## src/hdl/assert_macros.svh

```systemverilog
// Assertion macros used by the module that checks its own behavior.
`ifndef ASSERT_MACROS_SVH
`define ASSERT_MACROS_SVH

// Same-cycle implication, sampled on clk and disabled during reset.
`define ASSERT_IMPL(label, ante, cons, msg) \
  label: assert property (@(posedge clk) disable iff (rst) (ante) |-> (cons)) \
    else $error(msg);

// Next-cycle implication, sampled on clk and disabled during reset.
`define ASSERT_NEXT(label, ante, cons, msg) \
  label: assert property (@(posedge clk) disable iff (rst) (ante) |=> (cons)) \
    else $error(msg);

`endif

```

## src/hdl/mme_pkg.sv

```systemverilog
// Shared constants and types of the Montgomery modular exponentiation block.
`default_nettype none

package mme_pkg;

  // Width of the operand and result ports.
  localparam int DATA_WIDTH = 32;

  // Default width of the internal datapath.
  localparam int OPERAND_WIDTH_DEF = 32;

  // Operations of the shared arithmetic unit.
  typedef enum logic [1:0] {
    ALU_MONT,  // one Montgomery step: add multiplicand, add modulus if odd, halve
    ALU_DBL,   // one reduction step: shift in a bit, subtract modulus if needed
    ALU_FIX    // final conditional subtract of a Montgomery product
  } alu_op_t;

  // Control word that the sequencer hands to the arithmetic unit.
  typedef struct packed {
    alu_op_t op;
    logic    mult_bit;  // current multiplier bit for a Montgomery step
    logic    shift_bit; // bit shifted in by a reduction step
  } alu_ctrl_t;

endpackage

`default_nettype wire

```

## src/hdl/mme_alu.sv

```systemverilog
// Shared arithmetic unit: Montgomery step, modular doubling step and final subtract.
`default_nettype none

module mme_alu #(
  parameter int OPERAND_WIDTH = mme_pkg::OPERAND_WIDTH_DEF
) (
  input  wire mme_pkg::alu_ctrl_t   ctrl,
  input  wire [OPERAND_WIDTH:0]     acc,
  input  wire [OPERAND_WIDTH-1:0]   multiplicand,
  input  wire [OPERAND_WIDTH-1:0]   modulus,
  output logic [OPERAND_WIDTH:0]    result
);

  localparam int W = OPERAND_WIDTH;

  logic [W+1:0] sum_b;
  logic [W+1:0] sum_m;
  logic [W:0]   cmp_val;
  logic [W:0]   mod_ext;

  // The accumulator stays below twice the modulus, so W+2 bits hold every sum.
  always_comb begin
    sum_b   = {1'b0, acc} + (ctrl.mult_bit ? {2'b00, multiplicand} : '0);
    sum_m   = sum_b + (sum_b[0] ? {2'b00, modulus} : '0);
    mod_ext = {1'b0, modulus};
    if (ctrl.op == mme_pkg::ALU_DBL) begin
      cmp_val = {acc[W-1:0], ctrl.shift_bit};
    end else begin
      cmp_val = acc;
    end
    case (ctrl.op)
      mme_pkg::ALU_MONT: result = sum_m[W+1:1];
      mme_pkg::ALU_DBL,
      mme_pkg::ALU_FIX:  result = (cmp_val >= mod_ext) ? (cmp_val - mod_ext) : cmp_val;
      default:           result = acc;
    endcase
  end

endmodule

`default_nettype wire

```

## src/hdl/montgomery_modular_exponent.sv

```systemverilog
// Top level of the Montgomery modular exponentiation block with its sequencer.
`default_nettype none

// This block computes base_value ** exponent_value mod modulus_value, one item at a
// time, with a single shared arithmetic unit under a small sequencer. The operands are
// cut or zero-extended to OPERAND_WIDTH bits. The base and the value one are brought
// into the Montgomery domain (R = 2**OPERAND_WIDTH) by 2*OPERAND_WIDTH modular
// shift-and-subtract steps each, which reduce the operand and scale it by R in one
// pass. The exponent is then scanned from its most significant bit down: every bit
// costs one Montgomery squaring, and a set bit one more Montgomery product. Each product
// is OPERAND_WIDTH bit-serial steps followed by the final conditional subtract.
// A last product with one maps the result back out of the domain. The shared unit
// is busy one step per cycle while an item is computed. An even or zero modulus is
// answered on the next cycle with bad_modulus set and a zero result. The block holds
// in_stall high from the input transfer until its result transfer has completed, and
// takes no new item meanwhile. The result waits in output registers while out_stall
// is high.

module montgomery_modular_exponent #(
  parameter int OPERAND_WIDTH = mme_pkg::OPERAND_WIDTH_DEF
) (
  input  wire                            clk,
  input  wire                            rst,
  input  wire                            in_valid,
  output logic                           in_stall,
  input  wire [mme_pkg::DATA_WIDTH-1:0]  base_value,
  input  wire [mme_pkg::DATA_WIDTH-1:0]  exponent_value,
  input  wire [mme_pkg::DATA_WIDTH-1:0]  modulus_value,
  output logic                           out_valid,
  input  wire                            out_stall,
  output logic [mme_pkg::DATA_WIDTH-1:0] power_result,
  output logic                           bad_modulus
);

  localparam int W  = OPERAND_WIDTH;
  localparam int DW = mme_pkg::DATA_WIDTH;
  // Common width for moving between the ports and the datapath.
  localparam int XW = (W > DW) ? W : DW;
  // Step counter covers the 2W reduction steps.
  localparam int CW = $clog2(2 * W + 1);
  // Exponent bit counter holds W itself.
  localparam int EW = $clog2(W + 1);

  typedef enum logic [2:0] {
    S_IDLE,  // waiting for an input transfer
    S_REDA,  // base into the Montgomery domain
    S_REDX,  // one into the Montgomery domain
    S_SQR,   // squaring of the accumulator
    S_MUL,   // accumulator times base
    S_OUT,   // product with one, back out of the domain
    S_DONE   // result waits for its transfer
  } state_t;

  state_t            state;
  logic [CW-1:0]     cnt;
  logic [EW-1:0]     ecnt;
  logic [W:0]        acc;
  logic [W-1:0]      src;
  logic [W-1:0]      mplier;
  logic [W-1:0]      x_dom;
  logic [W-1:0]      a_dom;
  logic [W-1:0]      mod_r;
  logic [W-1:0]      exp_r;

  logic [XW-1:0]     base_ext;
  logic [XW-1:0]     exp_ext;
  logic [XW-1:0]     mod_ext;
  logic [XW-1:0]     res_ext;
  logic              in_xfer;
  logic              last_red;
  logic              fix_cycle;

  mme_pkg::alu_ctrl_t ctrl;
  logic [W-1:0]       alu_b;
  logic [W:0]         alu_res;

  // Operands are cut to the datapath width, or zero-extended when it is wider.
  assign base_ext = XW'(base_value);
  assign exp_ext  = XW'(exponent_value);
  assign mod_ext  = XW'(modulus_value);
  assign res_ext  = XW'(alu_res[W-1:0]);

  assign in_stall  = (state != S_IDLE);
  assign in_xfer   = in_valid && !in_stall;
  assign last_red  = (cnt == CW'(2 * W - 1));
  assign fix_cycle = (cnt == CW'(W));

  // Control of the shared unit follows the sequencer state.
  always_comb begin
    ctrl.mult_bit  = mplier[0];
    ctrl.shift_bit = src[W-1];
    case (state)
      S_REDA, S_REDX: ctrl.op = mme_pkg::ALU_DBL;
      default:        ctrl.op = fix_cycle ? mme_pkg::ALU_FIX : mme_pkg::ALU_MONT;
    endcase
    case (state)
      S_MUL:   alu_b = a_dom;
      S_OUT:   alu_b = W'(1);
      default: alu_b = x_dom;
    endcase
  end

  mme_alu #(
    .OPERAND_WIDTH(W)
  ) u_alu (
    .ctrl         (ctrl),
    .acc          (acc),
    .multiplicand (alu_b),
    .modulus      (mod_r),
    .result       (alu_res)
  );

  always_ff @(posedge clk) begin
    if (rst) begin
      state       <= S_IDLE;
      out_valid   <= 1'b0;
      bad_modulus <= 1'b0;
      cnt         <= '0;
      ecnt        <= '0;
    end else begin
      case (state)
        S_IDLE: begin
          if (in_xfer) begin
            mod_r <= mod_ext[W-1:0];
            exp_r <= exp_ext[W-1:0];
            src   <= base_ext[W-1:0];
            acc   <= '0;
            cnt   <= '0;
            if (!modulus_value[0]) begin
              // Even or zero modulus: answer at once with the error flag.
              power_result <= '0;
              bad_modulus  <= 1'b1;
              out_valid    <= 1'b1;
              state        <= S_DONE;
            end else begin
              state <= S_REDA;
            end
          end
        end
        S_REDA, S_REDX: begin
          // The operand bits go in first, then W zeros scale the remainder by R.
          if (last_red) begin
            acc <= '0;
            cnt <= '0;
            if (state == S_REDA) begin
              a_dom <= alu_res[W-1:0];
              src   <= W'(1);
              state <= S_REDX;
            end else begin
              x_dom  <= alu_res[W-1:0];
              mplier <= alu_res[W-1:0];
              ecnt   <= EW'(W);
              state  <= S_SQR;
            end
          end else begin
            acc <= alu_res;
            src <= src << 1;
            cnt <= cnt + CW'(1);
          end
        end
        S_SQR, S_MUL, S_OUT: begin
          if (!fix_cycle) begin
            acc    <= alu_res;
            mplier <= mplier >> 1;
            cnt    <= cnt + CW'(1);
          end else begin
            acc    <= '0;
            cnt    <= '0;
            x_dom  <= alu_res[W-1:0];
            mplier <= alu_res[W-1:0];
            if (state == S_OUT) begin
              power_result <= res_ext[DW-1:0];
              bad_modulus  <= 1'b0;
              out_valid    <= 1'b1;
              state        <= S_DONE;
            end else if (state == S_SQR && exp_r[W-1]) begin
              state <= S_MUL;
            end else begin
              // This exponent bit is done; move to the next one or finish.
              exp_r <= exp_r << 1;
              ecnt  <= ecnt - EW'(1);
              state <= (ecnt == EW'(1)) ? S_OUT : S_SQR;
            end
          end
        end
        S_DONE: begin
          if (!out_stall) begin
            out_valid <= 1'b0;
            state     <= S_IDLE;
          end
        end
        default: begin
          out_valid <= 1'b0;
          state     <= S_IDLE;
        end
      endcase
    end
  end

`include "assert_macros.svh"

  // A waiting result keeps the input side closed.
  `ASSERT_IMPL(a_busy_while_result, out_valid, in_stall, "result shown while input is open")
  // An error result always carries a zero value.
  `ASSERT_IMPL(a_error_zero, out_valid && bad_modulus, power_result == '0,
               "error result with nonzero value")
  // An even modulus is flagged on the next cycle.
  `ASSERT_NEXT(a_even_flagged, in_valid && !in_stall && !modulus_value[0],
               out_valid && bad_modulus, "even modulus not flagged")
  // An odd modulus never gives a result on the next cycle.
  `ASSERT_NEXT(a_odd_busy, in_valid && !in_stall && modulus_value[0], !out_valid,
               "odd modulus answered too early")

endmodule

`default_nettype wire

```

## config.mk

```make
export PLATFORM = sky130hd
export DESIGN_NAME = montgomery_modular_exponent
export DESIGN_NICKNAME = d
export VERILOG_FILES = /design/src/hdl/mme_pkg.sv /design/src/hdl/mme_alu.sv /design/src/hdl/montgomery_modular_exponent.sv
export VERILOG_INCLUDE_DIRS = /design/src /design/src/hdl
export SDC_FILE = /design/constraint.sdc
export NUM_CORES = 1
export LEC_CHECK = 0
export BUFFER_PORTS_ARGS = -buffer_cell sky130_fd_sc_hd__buf_4
export CAP_MARGIN = 10
export CORE_MARGIN = 4
export CORE_UTILIZATION = 61
export DETAILED_ROUTE_END_ITERATION = 7
export MAX_ROUTING_LAYER = met4
export PLACE_DENSITY = 0.81
export SLEW_MARGIN = 10
export SYNTH_ARGS = -nofsm -noshare
export SYNTH_HDL_FRONTEND = slang
export SYNTH_SLANG_ARGS = --single-unit
```

## constraint.sdc

```tcl
create_clock -name clk -period 7.5 [get_ports clk]
set_input_delay 1.125 -clock clk [delete_from_list [all_inputs] [get_ports clk]]
set_output_delay 1.125 -clock clk [all_outputs]
set_load 0.01 [all_outputs]
```

### Word level (Yosys, flattened, before mapping)

Cells that the tools add are included.

| cells by class | value |
|---|---|
| bitwise operators | 2 |
| equality and inequality tests | 21 |
| order comparisons | 1 |
| $add $sub $neg | 5 |
| multiplexer cells | 61 |
| reductions and logical operators | 26 |

Operators with widths:

| kind | number |
|---|---|
| two-way mux 32 bit | 17 |
| case mux 32 bit (2 select lines) | 6 |
| two-way mux 33 bit | 5 |
| case mux 33 bit (3 select lines) | 1 |
| case mux 33 bit (2 select lines) | 1 |
| adder 33 x 34 -> 34 bit | 1 |
| adder 34 bit | 1 |
| >= comparator 33 x 32 -> 1 bit | 1 |
| subtractor 33 x 32 -> 33 bit | 1 |
| two-way mux 6 bit | 5 |
| two-way mux 3 bit | 8 |
| AND reduction 6 bit | 4 |
| two-way mux 7 bit | 3 |
| case mux 7 bit (3 select lines) | 1 |
| inequality test 2 bit, second input constant | 9 |
| AND reduction 4 bit | 4 |
| equality test 7 x 6 -> 1 bit, second input constant | 2 |
| case mux 3 bit (4 select lines) | 1 |
| case mux 6 bit (2 select lines) | 1 |
| AND reduction 5 bit | 2 |
| equality test 3 bit, second input constant | 3 |
| two-way mux 1 bit | 8 |
| adder 7 x 1 -> 7 bit, second input constant | 1 |
| equality test 3 x 2 -> 1 bit, second input constant | 2 |
| 20 further kinds | 28 |

| storage, ports and cells | value |
|---|---|
| input port bits | 100 |
| word-level logic and storage cells | 129 |
| register bits after elaboration | 275 |
| output and inout port bits | 35 |

### Logic depth before layout (Yosys ltp)

Gate-level depths: netlist of the first run.

| depth | value |
|---|---|
| depth in word-level cells | 11 |
| gate-level depth with buffers | 27 |

### Modules after synthesis

From an unflattened synthesis of the first run, not the netlist that was laid out.

| second synthesis, totals | value |
|---|---|
| cells, all modules | 1914 |
| area, all modules | 18335.1 µm² |

By module, submodules not included:

| module | cells an instance | area each (µm²) | times used |
|---|---|---|---|
| montgomery_modular_exponent | 861 | 11179.5 | 1 |
| mme_alu | 1053 | 7155.6 | 1 |

### Worst setup path after synthesis of the first run

OpenSTA, ideal clock, no wires.

| path | value |
|---|---|
| kind | register to register |
| start point | reg state[1] |
| end point | reg mplier[30] (data pin) |
| clock period less this slack | 5.858 ns |
| library setup time | 0.275 ns |
| stages on the path, launching flop included | 26 |
| required time | 7.225 ns |
| path buffers | 3 |
| data arrival time | 5.583 ns |
| path slack | 1.642 ns |
| path through | dfxtp_1 clkbuf_1 nor2_1 and2_1 clkbuf_1 clkbuf_1 a21oi_1 ha_1 fa_1 a211oi_1 o211ai_1 a31oi_1 a21oi_1 a31o_2 a21o_1 a21oi_1 xnor2_1 ha_1 and3_1 a311o_1 o21bai_1 and2_1 o21ai_1 mux2i_1 o31ai_1 a21oi_1 |

| on the way | value |
|---|---|
| longest elaborated chain between the ends | 11 |

RTL lines:

| element | RTL line | RTL |
|---|---|---|
| from (decl) | montgomery_modular_exponent.sv:54 | `state_t state;` |
| from (signal assigned) | montgomery_modular_exponent.sv:182 | `state <= (ecnt == EW'(1)) ? S_OUT : S_SQR;` |
| branches (longest 10 deep; another with adder 33 x 34 -> 34 bit) | -- |  |
| case mux 32 bit (2 select lines) (*) | montgomery_modular_exponent.sv:121 | `case (state)` |
| to (signal assigned) | montgomery_modular_exponent.sv:151 | `mplier <= alu_res[W-1:0];` |
| to (signal assigned) | montgomery_modular_exponent.sv:164 | `mplier <= mplier >> 1;` |
| to (signal assigned) | montgomery_modular_exponent.sv:170 | `mplier <= alu_res[W-1:0];` |
| to (decl) | montgomery_modular_exponent.sv:59 | `logic [W-1:0] mplier;` |

Every way passes the cells marked *. The select of a mux whose other input is x is not followed.
A chain may end at the register's enable or synchronous reset.

### Worst setup path after layout of the first run

| path | value |
|---|---|
| start point | reg state[0] |
| end point | reg mplier[30] (data pin) |

The elaborated chain is that of the path after synthesis.

==> run_results.csv, run 1 <==
group,metric,value,unit
status,run_status,"finished, final reports clean",
layout,drive_gt1_share,13.0,%
synth,syn_area,0.0176,mm^2
route,route.detailed.drc,0,
sta,layout_setup_ws,650,ps
grt,grt_pass1_vias,14146,
critical_path,reg2regPathDepth,23,
critical_path,critical_path_class,"reg -> reg",
worst_hold_path,holdPathStages,2,
cts,clk_path_buf_depth,3,
synth,synth_flop_cell,"edfxtp_1",
sta,setup_violations,0,
synth,syn_avg_cell_area,9.33,um^2
job,maxCapViolCount,0,
synth,async_flop_share,0,%
route,drt-initial-drc-count,1368,
floorplanning,die_h,178,um
layout,area_growth,13.2,%
cts,cts_setup_buffers,0,
synth,yosysSeqAreaShare,46.0,%
critical_path,cp_max_fo,26,
synth,syn_nets,2085,
cts,holdBufCountCts,0,
synth,synth_edf_count,257,
worst_hold_path,hp-start,"out_valid",
cts,cts_made_buffers,29,
floorplanning,fp.coreArea,0.0281,mm^2
grt,grt_overflow,0,
critical_path,required,7780,ps
synth,post_synth_num_cell_types,83,
synth,yosys_warnings,0,
cts,h-tree-depth,1,
grt,grtUsageTotal,31.0,%
route,vias,14628,
floorplanning,dieArea,0.0316,mm^2
route,wl,48.4,mm
layout,fin_nets,2190,
sta,finalHoldViolations,0,
sta,rsz0062_at_grt,"false",
place,io_buffers,134,
critical_path,worst_setup_path_end_kind,"register",
synth,synthCells,1883,
grt,antenna_found_initial,0,
critical_path,critPathLaunchType,"register",
critical_path,rr_endpoint,"mplier[30]",
critical_path,crit_arrival,7130,ps
cts,cts_tree,"done",
worst_hold_path,min_to,"out_valid",
sta,worst_pin_slew,1010,ps
route,drtAntennaViolNets,0,
route,drtPass1Iterations,6,
critical_path,ff2ff_setup_slack,650,ps
floorplanning,rows,61,
floorplanning,die-width,178,um
grt,grt_max_degree,64,
place,dp.final_hpwl,35.5,mm
sta,skew,17.5,ps
cts,clk_pin_slew,60,ps
worst_hold_path,hp-class,"reg -> reg",
cts,root_buffer,"clkbuf_16",
sta,fmax,0.146,GHz
sta,min_period,6850,ps
layout,diodes,0,
sta,fin_setup_tns,0,ps
sta,slew_violations,0,
cts,post_cts_resized,0,
place,pre_cts_ws,834,ps
floorplanning,design.portCount,135,
sta,relSlewSlack,31.0,%
grt,grt_first_pass_wirelength,75.0,mm
route,viasPerCell,6.12,
cts,cts_sinks,275,
critical_path,r2r_start,"state[0]",
sta,period_share,91.3,%
floorplanning,start_util,62.5,%
cts,clk_latency,560,ps
synth,synth_seq_cells,275,
layout,finalCoreUtilization,70.8,%
route,post_drt_wl_per_cell,20.3,um
place,gp_congestion,0.951,
[placed cells by master (no fill, tap or decap), drive strengths merged, types with 10 or more instances in the layout]
cell type and n:
a211oi 25, a21o 47, a21oi 134, a22oi 31, a31oi 19, and2 43
and3 16, buf 160, clkbuf 35, clkinv 13, dfxtp 18, edfxtp 257
ha 99, inv 102, nand2 351, nand2b 17, nand3 57, nand4 16
nor2 155, nor2b 41, nor3 28, o211ai 16, o21a 10, o21ai 84
o21bai 13, o31ai 17, xnor2 49, xor2 31
[kinds of logic after synthesis]
logic type               after synthesis  share of synthesized area [%]
buffers and inverters                187                           4.24
adder cells (fa/ha/maj)              102                           7.39
multiplexers                          18                           1.09
AO/OA/AOI/OAI                        461                           17.7
AND/OR/NAND/NOR                      760                           19.6
XOR/XNOR                              80                           3.99
flip-flops                           275                           46.0
[Yosys cell counts (all sizes together) (5+ instances only)]
cell       n  share of area [%]
or3        6               0.21
o31a       5               0.26
and3      16               0.57
nand2    351                7.5
xor2      31                1.5
a211oi    25                1.2
a22oi     31                1.3
a21oi    134                3.9
mux2i      9               0.51
xnor2     49                2.4
o22ai      5               0.18
edfxtp   257                 44
a2111oi    6               0.44
nor2     155                3.4
o21bai    13               0.56
nor3b      6               0.28
ha        99                7.1
nor3      28               0.80
nor4       6               0.21
o211ai    16               0.71
mux2       9               0.58
or2        5               0.18
o21a      10               0.43
nand4     16               0.57
inv      101                2.2
buf       17               0.60
clkbuf    69                1.5
nand3     57                1.6
a21o      47                2.0
and2      43                1.5
a31oi     19               0.78
nor2b     41                1.5
o31ai     17               0.86
dfxtp     18                2.1
nand2b    17               0.61
o21ai     84                2.4
[how the worst max path moves through the flow]
| stage | start | end |
|---|---|---|
| 2_1_floorplan | state[1] | mplier[30] |
| 3_3_place_gp | state[0] | mplier[30] |
| 3_5_place_dp | state[0] | mplier[30] |
| 4_1_cts | state[0] | mplier[30] |
| 5_1_grt | state[0] | mplier[30] |
| 6_report | state[0] | mplier[30] |
[worst max-delay path, cell delays in order, from the launching register on]
cell and delay (ps):
dfxtp_1 740, nor2_1 220, and2_1 220, buf_4 230
a22oi_1 220, nor2b_1 100, fa_1 450, a211oi_1 360
o211ai_1 230, a31oi_1 450, a21oi_1 230, a31o_2 310
a21o_1 170, a21oi_1 170, xnor2_1 140, ha_1 280
and3_1 220, a311o_1 390, o21bai_1 230, and2_1 210
o21ai_1 160, mux2i_1 100, o31ai_1 580, a21oi_1 150
[flip-flops by register name, summed over array words and instances (netlist names)]
register / cells
acc: 33
a_dom: 32
exp_r: 32
mod_r: 32
mplier: 32
power_result: 32
src: 32
x_dom: 32
cnt: 7
ecnt: 6
state: 3
bad_modulus: 1
out_valid: 1
[through the flow]
step | cell area, um^2 | hold WS (ps) | cells
final | 19900 | 516 | 2389
after global routing | 19900 | 536 | 2389
after CTS | 19900 | 516 | 2389
after detailed placement | 19000 | 500 | 2335
after global placement | 19000 | 495 | 2335
after floorplan | 17600 | 480 | 1883
[per-layer routing]
| metal | up-vias | share of wire (%) | track usage (%) |
|---|---|---|---|
| met1 | 6926 | 39 | 38.3 |
| met2 | 589 | 50 | 52.0 |
| li1 | 6968 | - | - |
| met4 | 0 | 5.3 | 13.8 |
| met3 | 145 | 5.8 | 3.28 |
| met5 | - | 0 | - |
[final cells by class]
class / instances / area, um^2
multi-input combinational: 1421 / 8840
sequential: 275 / 8080
timing repair buffer: 160 / 1200
inverter: 101 / 379
tap: 378 / 473
clock buffer: 35 / 748
clock inverter: 19 / 165
fill: 2194 / 8210
Power of run 1 is not shown: default switching activity piles up to over one toggle a cycle in this logic, so the estimate is an artifact.
==> run 2: changes to the inputs <==
--- a/config.mk
+++ b/config.mk
@@ -8,11 +8,13 @@
 export LEC_CHECK = 0
 export BUFFER_PORTS_ARGS = -buffer_cell sky130_fd_sc_hd__buf_4
 export CAP_MARGIN = 10
+export CELL_PAD_IN_SITES_DETAIL_PLACEMENT = 1
+export CELL_PAD_IN_SITES_GLOBAL_PLACEMENT = 1
 export CORE_MARGIN = 4
-export CORE_UTILIZATION = 61
+export CORE_UTILIZATION = 48
 export DETAILED_ROUTE_END_ITERATION = 7
 export MAX_ROUTING_LAYER = met4
-export PLACE_DENSITY = 0.81
+export PLACE_DENSITY_LB_ADDON = 0.1
 export SLEW_MARGIN = 10
 export SYNTH_ARGS = -nofsm -noshare
 export SYNTH_HDL_FRONTEND = slang
==> run 2 against run 1 <==
Net effect:
- first-iteration DRC count decreased by 27%
- sequential share of layout area decreased by 0.35 points
- final area is 0.87% higher
- non-clock buffer count grew 1
- cell count is 3.6% higher
- critical path depth unchanged
- wire length rose by 13%
- global-route usage decreased by 3.2 points
- sequential cell count did not move
- die area up 26%
- critical endpoint unchanged
- largest cell class unchanged
==> run_results.csv, run 2 (synthesis results as in run 1) <==
group,metric,value,unit
layout,drive_gt1_share,13.0,%
cts,post_cts_resized,0,
job,maxCapViolCount,0,
cts,clk_pin_slew,60,ps
route,drtAntennaViolNets,0,
layout,fin_nets,2193,
sta,fmax,0.144,GHz
floorplanning,design.portCount,135,
grt,grt_first_pass_wirelength,84.8,mm
sta,setup_violations,0,
floorplanning,rows,69,
critical_path,crit_arrival,7220,ps
route,drtPass1Iterations,5,
place,pre_cts_ws,648,ps
critical_path,worst_setup_path_end_kind,"register",
sta,skew,16.7,ps
cts,cts_sinks,275,
cts,cts_setup_buffers,0,
critical_path,critical_path_class,"reg -> reg",
sta,worst_pin_slew,1140,ps
floorplanning,die_h,199,um
critical_path,critPathLaunchType,"register",
cts,cts_tree,"done",
layout,largest_register,"acc",
layout,finalCoreUtilization,56.0,%
sta,rsz0062_at_grt,"false",
layout,diodes,0,
layout,final_cell_mix,"350 x nand2_1, 257 x edfxtp_1, 159 x buf_4",
cts,clk_path_buf_depth,3,
cts,holdBufCountCts,0,
floorplanning,fp.coreArea,0.0358,mm^2
place,placed_cells,2419,
route,wl,54.6,mm
status,run_status,"finished, final reports clean",
place,dp.final_hpwl,40.3,mm
route,drt-initial-drc-count,1004,
sta,min_period,6930,ps
floorplanning,start_util,49.0,%
route,vias,14726,
critical_path,required,7790,ps
cts,root_buffer,"clkbuf_16",
cts,h-tree-depth,1,
layout,area_growth,14.2,%
grt,grt_overflow,0,
grt,grt_pass1_vias,15161,
cts,cts_made_buffers,31,
worst_hold_path,hp-class,"reg -> reg",
critical_path,cp_max_fo,18,
route,post_drt_wl_per_cell,22.0,um
layout,instances_no_fill,2476,
sta,relSlewSlack,22.4,%
grt,antenna_found_initial,0,
place,io_buffers,134,
layout,layout_commonest_cell,"nand2_1",
sta,finalHoldViolations,0,
cts,clk_latency,580,ps
route,viasPerCell,5.95,
floorplanning,dieArea,0.0397,mm^2
floorplanning,die-width,199,um
layout,fillers,4060,
layout,largest_reg_flops,33,
place,gp_congestion,0.916,
sta,layout_setup_ws,571,ps
sta,period_share,92.4,%
grt,grtUsageTotal,27.8,%
route,route.detailed.drc,0,
sta,fin_setup_tns,0,ps
sta,slew_violations,0,
grt,grt_max_degree,64,
run 2: routing by layer:
layer	vias to the layer above	wire length, um	track usage (%)
met5	-	0	-
met4	0	1030	5.40
met3	69	3050	3.56
met2	383	25100	43.2
met1	7308	25400	39.9
li1	6966	-	-
run 2: path summary, 6_finish.rpt:
check                           depth (start not counted)         end       from  slack [ps]
worst min-delay path                                    2   out_valid  out_valid         520
worst max register to register                         23  mplier[30]   state[0]         570
worst min register to register                          2   out_valid  out_valid         520
worst max-delay path                                   23  mplier[30]   state[0]         570
run 2: per-stage QoR:
| stage | hold slack, ps | instance area [um^2] |
|---|---|---|
| 6_report | 516 | 20100 |
| 5_1_grt | 550 | 20100 |
| 4_1_cts | 523 | 20100 |
| 3_5_place_dp | 506 | 19100 |
| 3_3_place_gp | 496 | 19100 |
| 2_1_floorplan | 480 | 17600 |
run 2: worst max-delay path, cell delays in order (launching register included):
cell and delay, ps:
dfxtp_1 300, buf_4 190, nor2_1 280, and2_1 550
a21oi_1 180, ha_1 240, fa_1 420, a211oi_1 310
o211ai_1 210, a31oi_1 420, a21oi_1 230, a31o_2 310
a21o_1 180, a21oi_1 200, xnor2_1 160, ha_1 290
and3_1 210, a311o_1 400, o21bai_1 260, and2_1 210
o21ai_1 160, mux2i_1 100, o31ai_1 670, a21oi_1 160
run 2: final cells by class:
type | count | area [um^2] | share of cell area [%]
clock buffer | 45 | 870 | 4.34
clock inverter | 12 | 75.1 | 0.374
inverter | 101 | 379 | 1.89
multi-input combinational | 1421 | 8840 | 44.1
sequential | 275 | 8080 | 40.3
tap | 461 | 577 | 2.88
timing repair buffer | 161 | 1230 | 6.15
Power of run 2 is left out for the same reason.
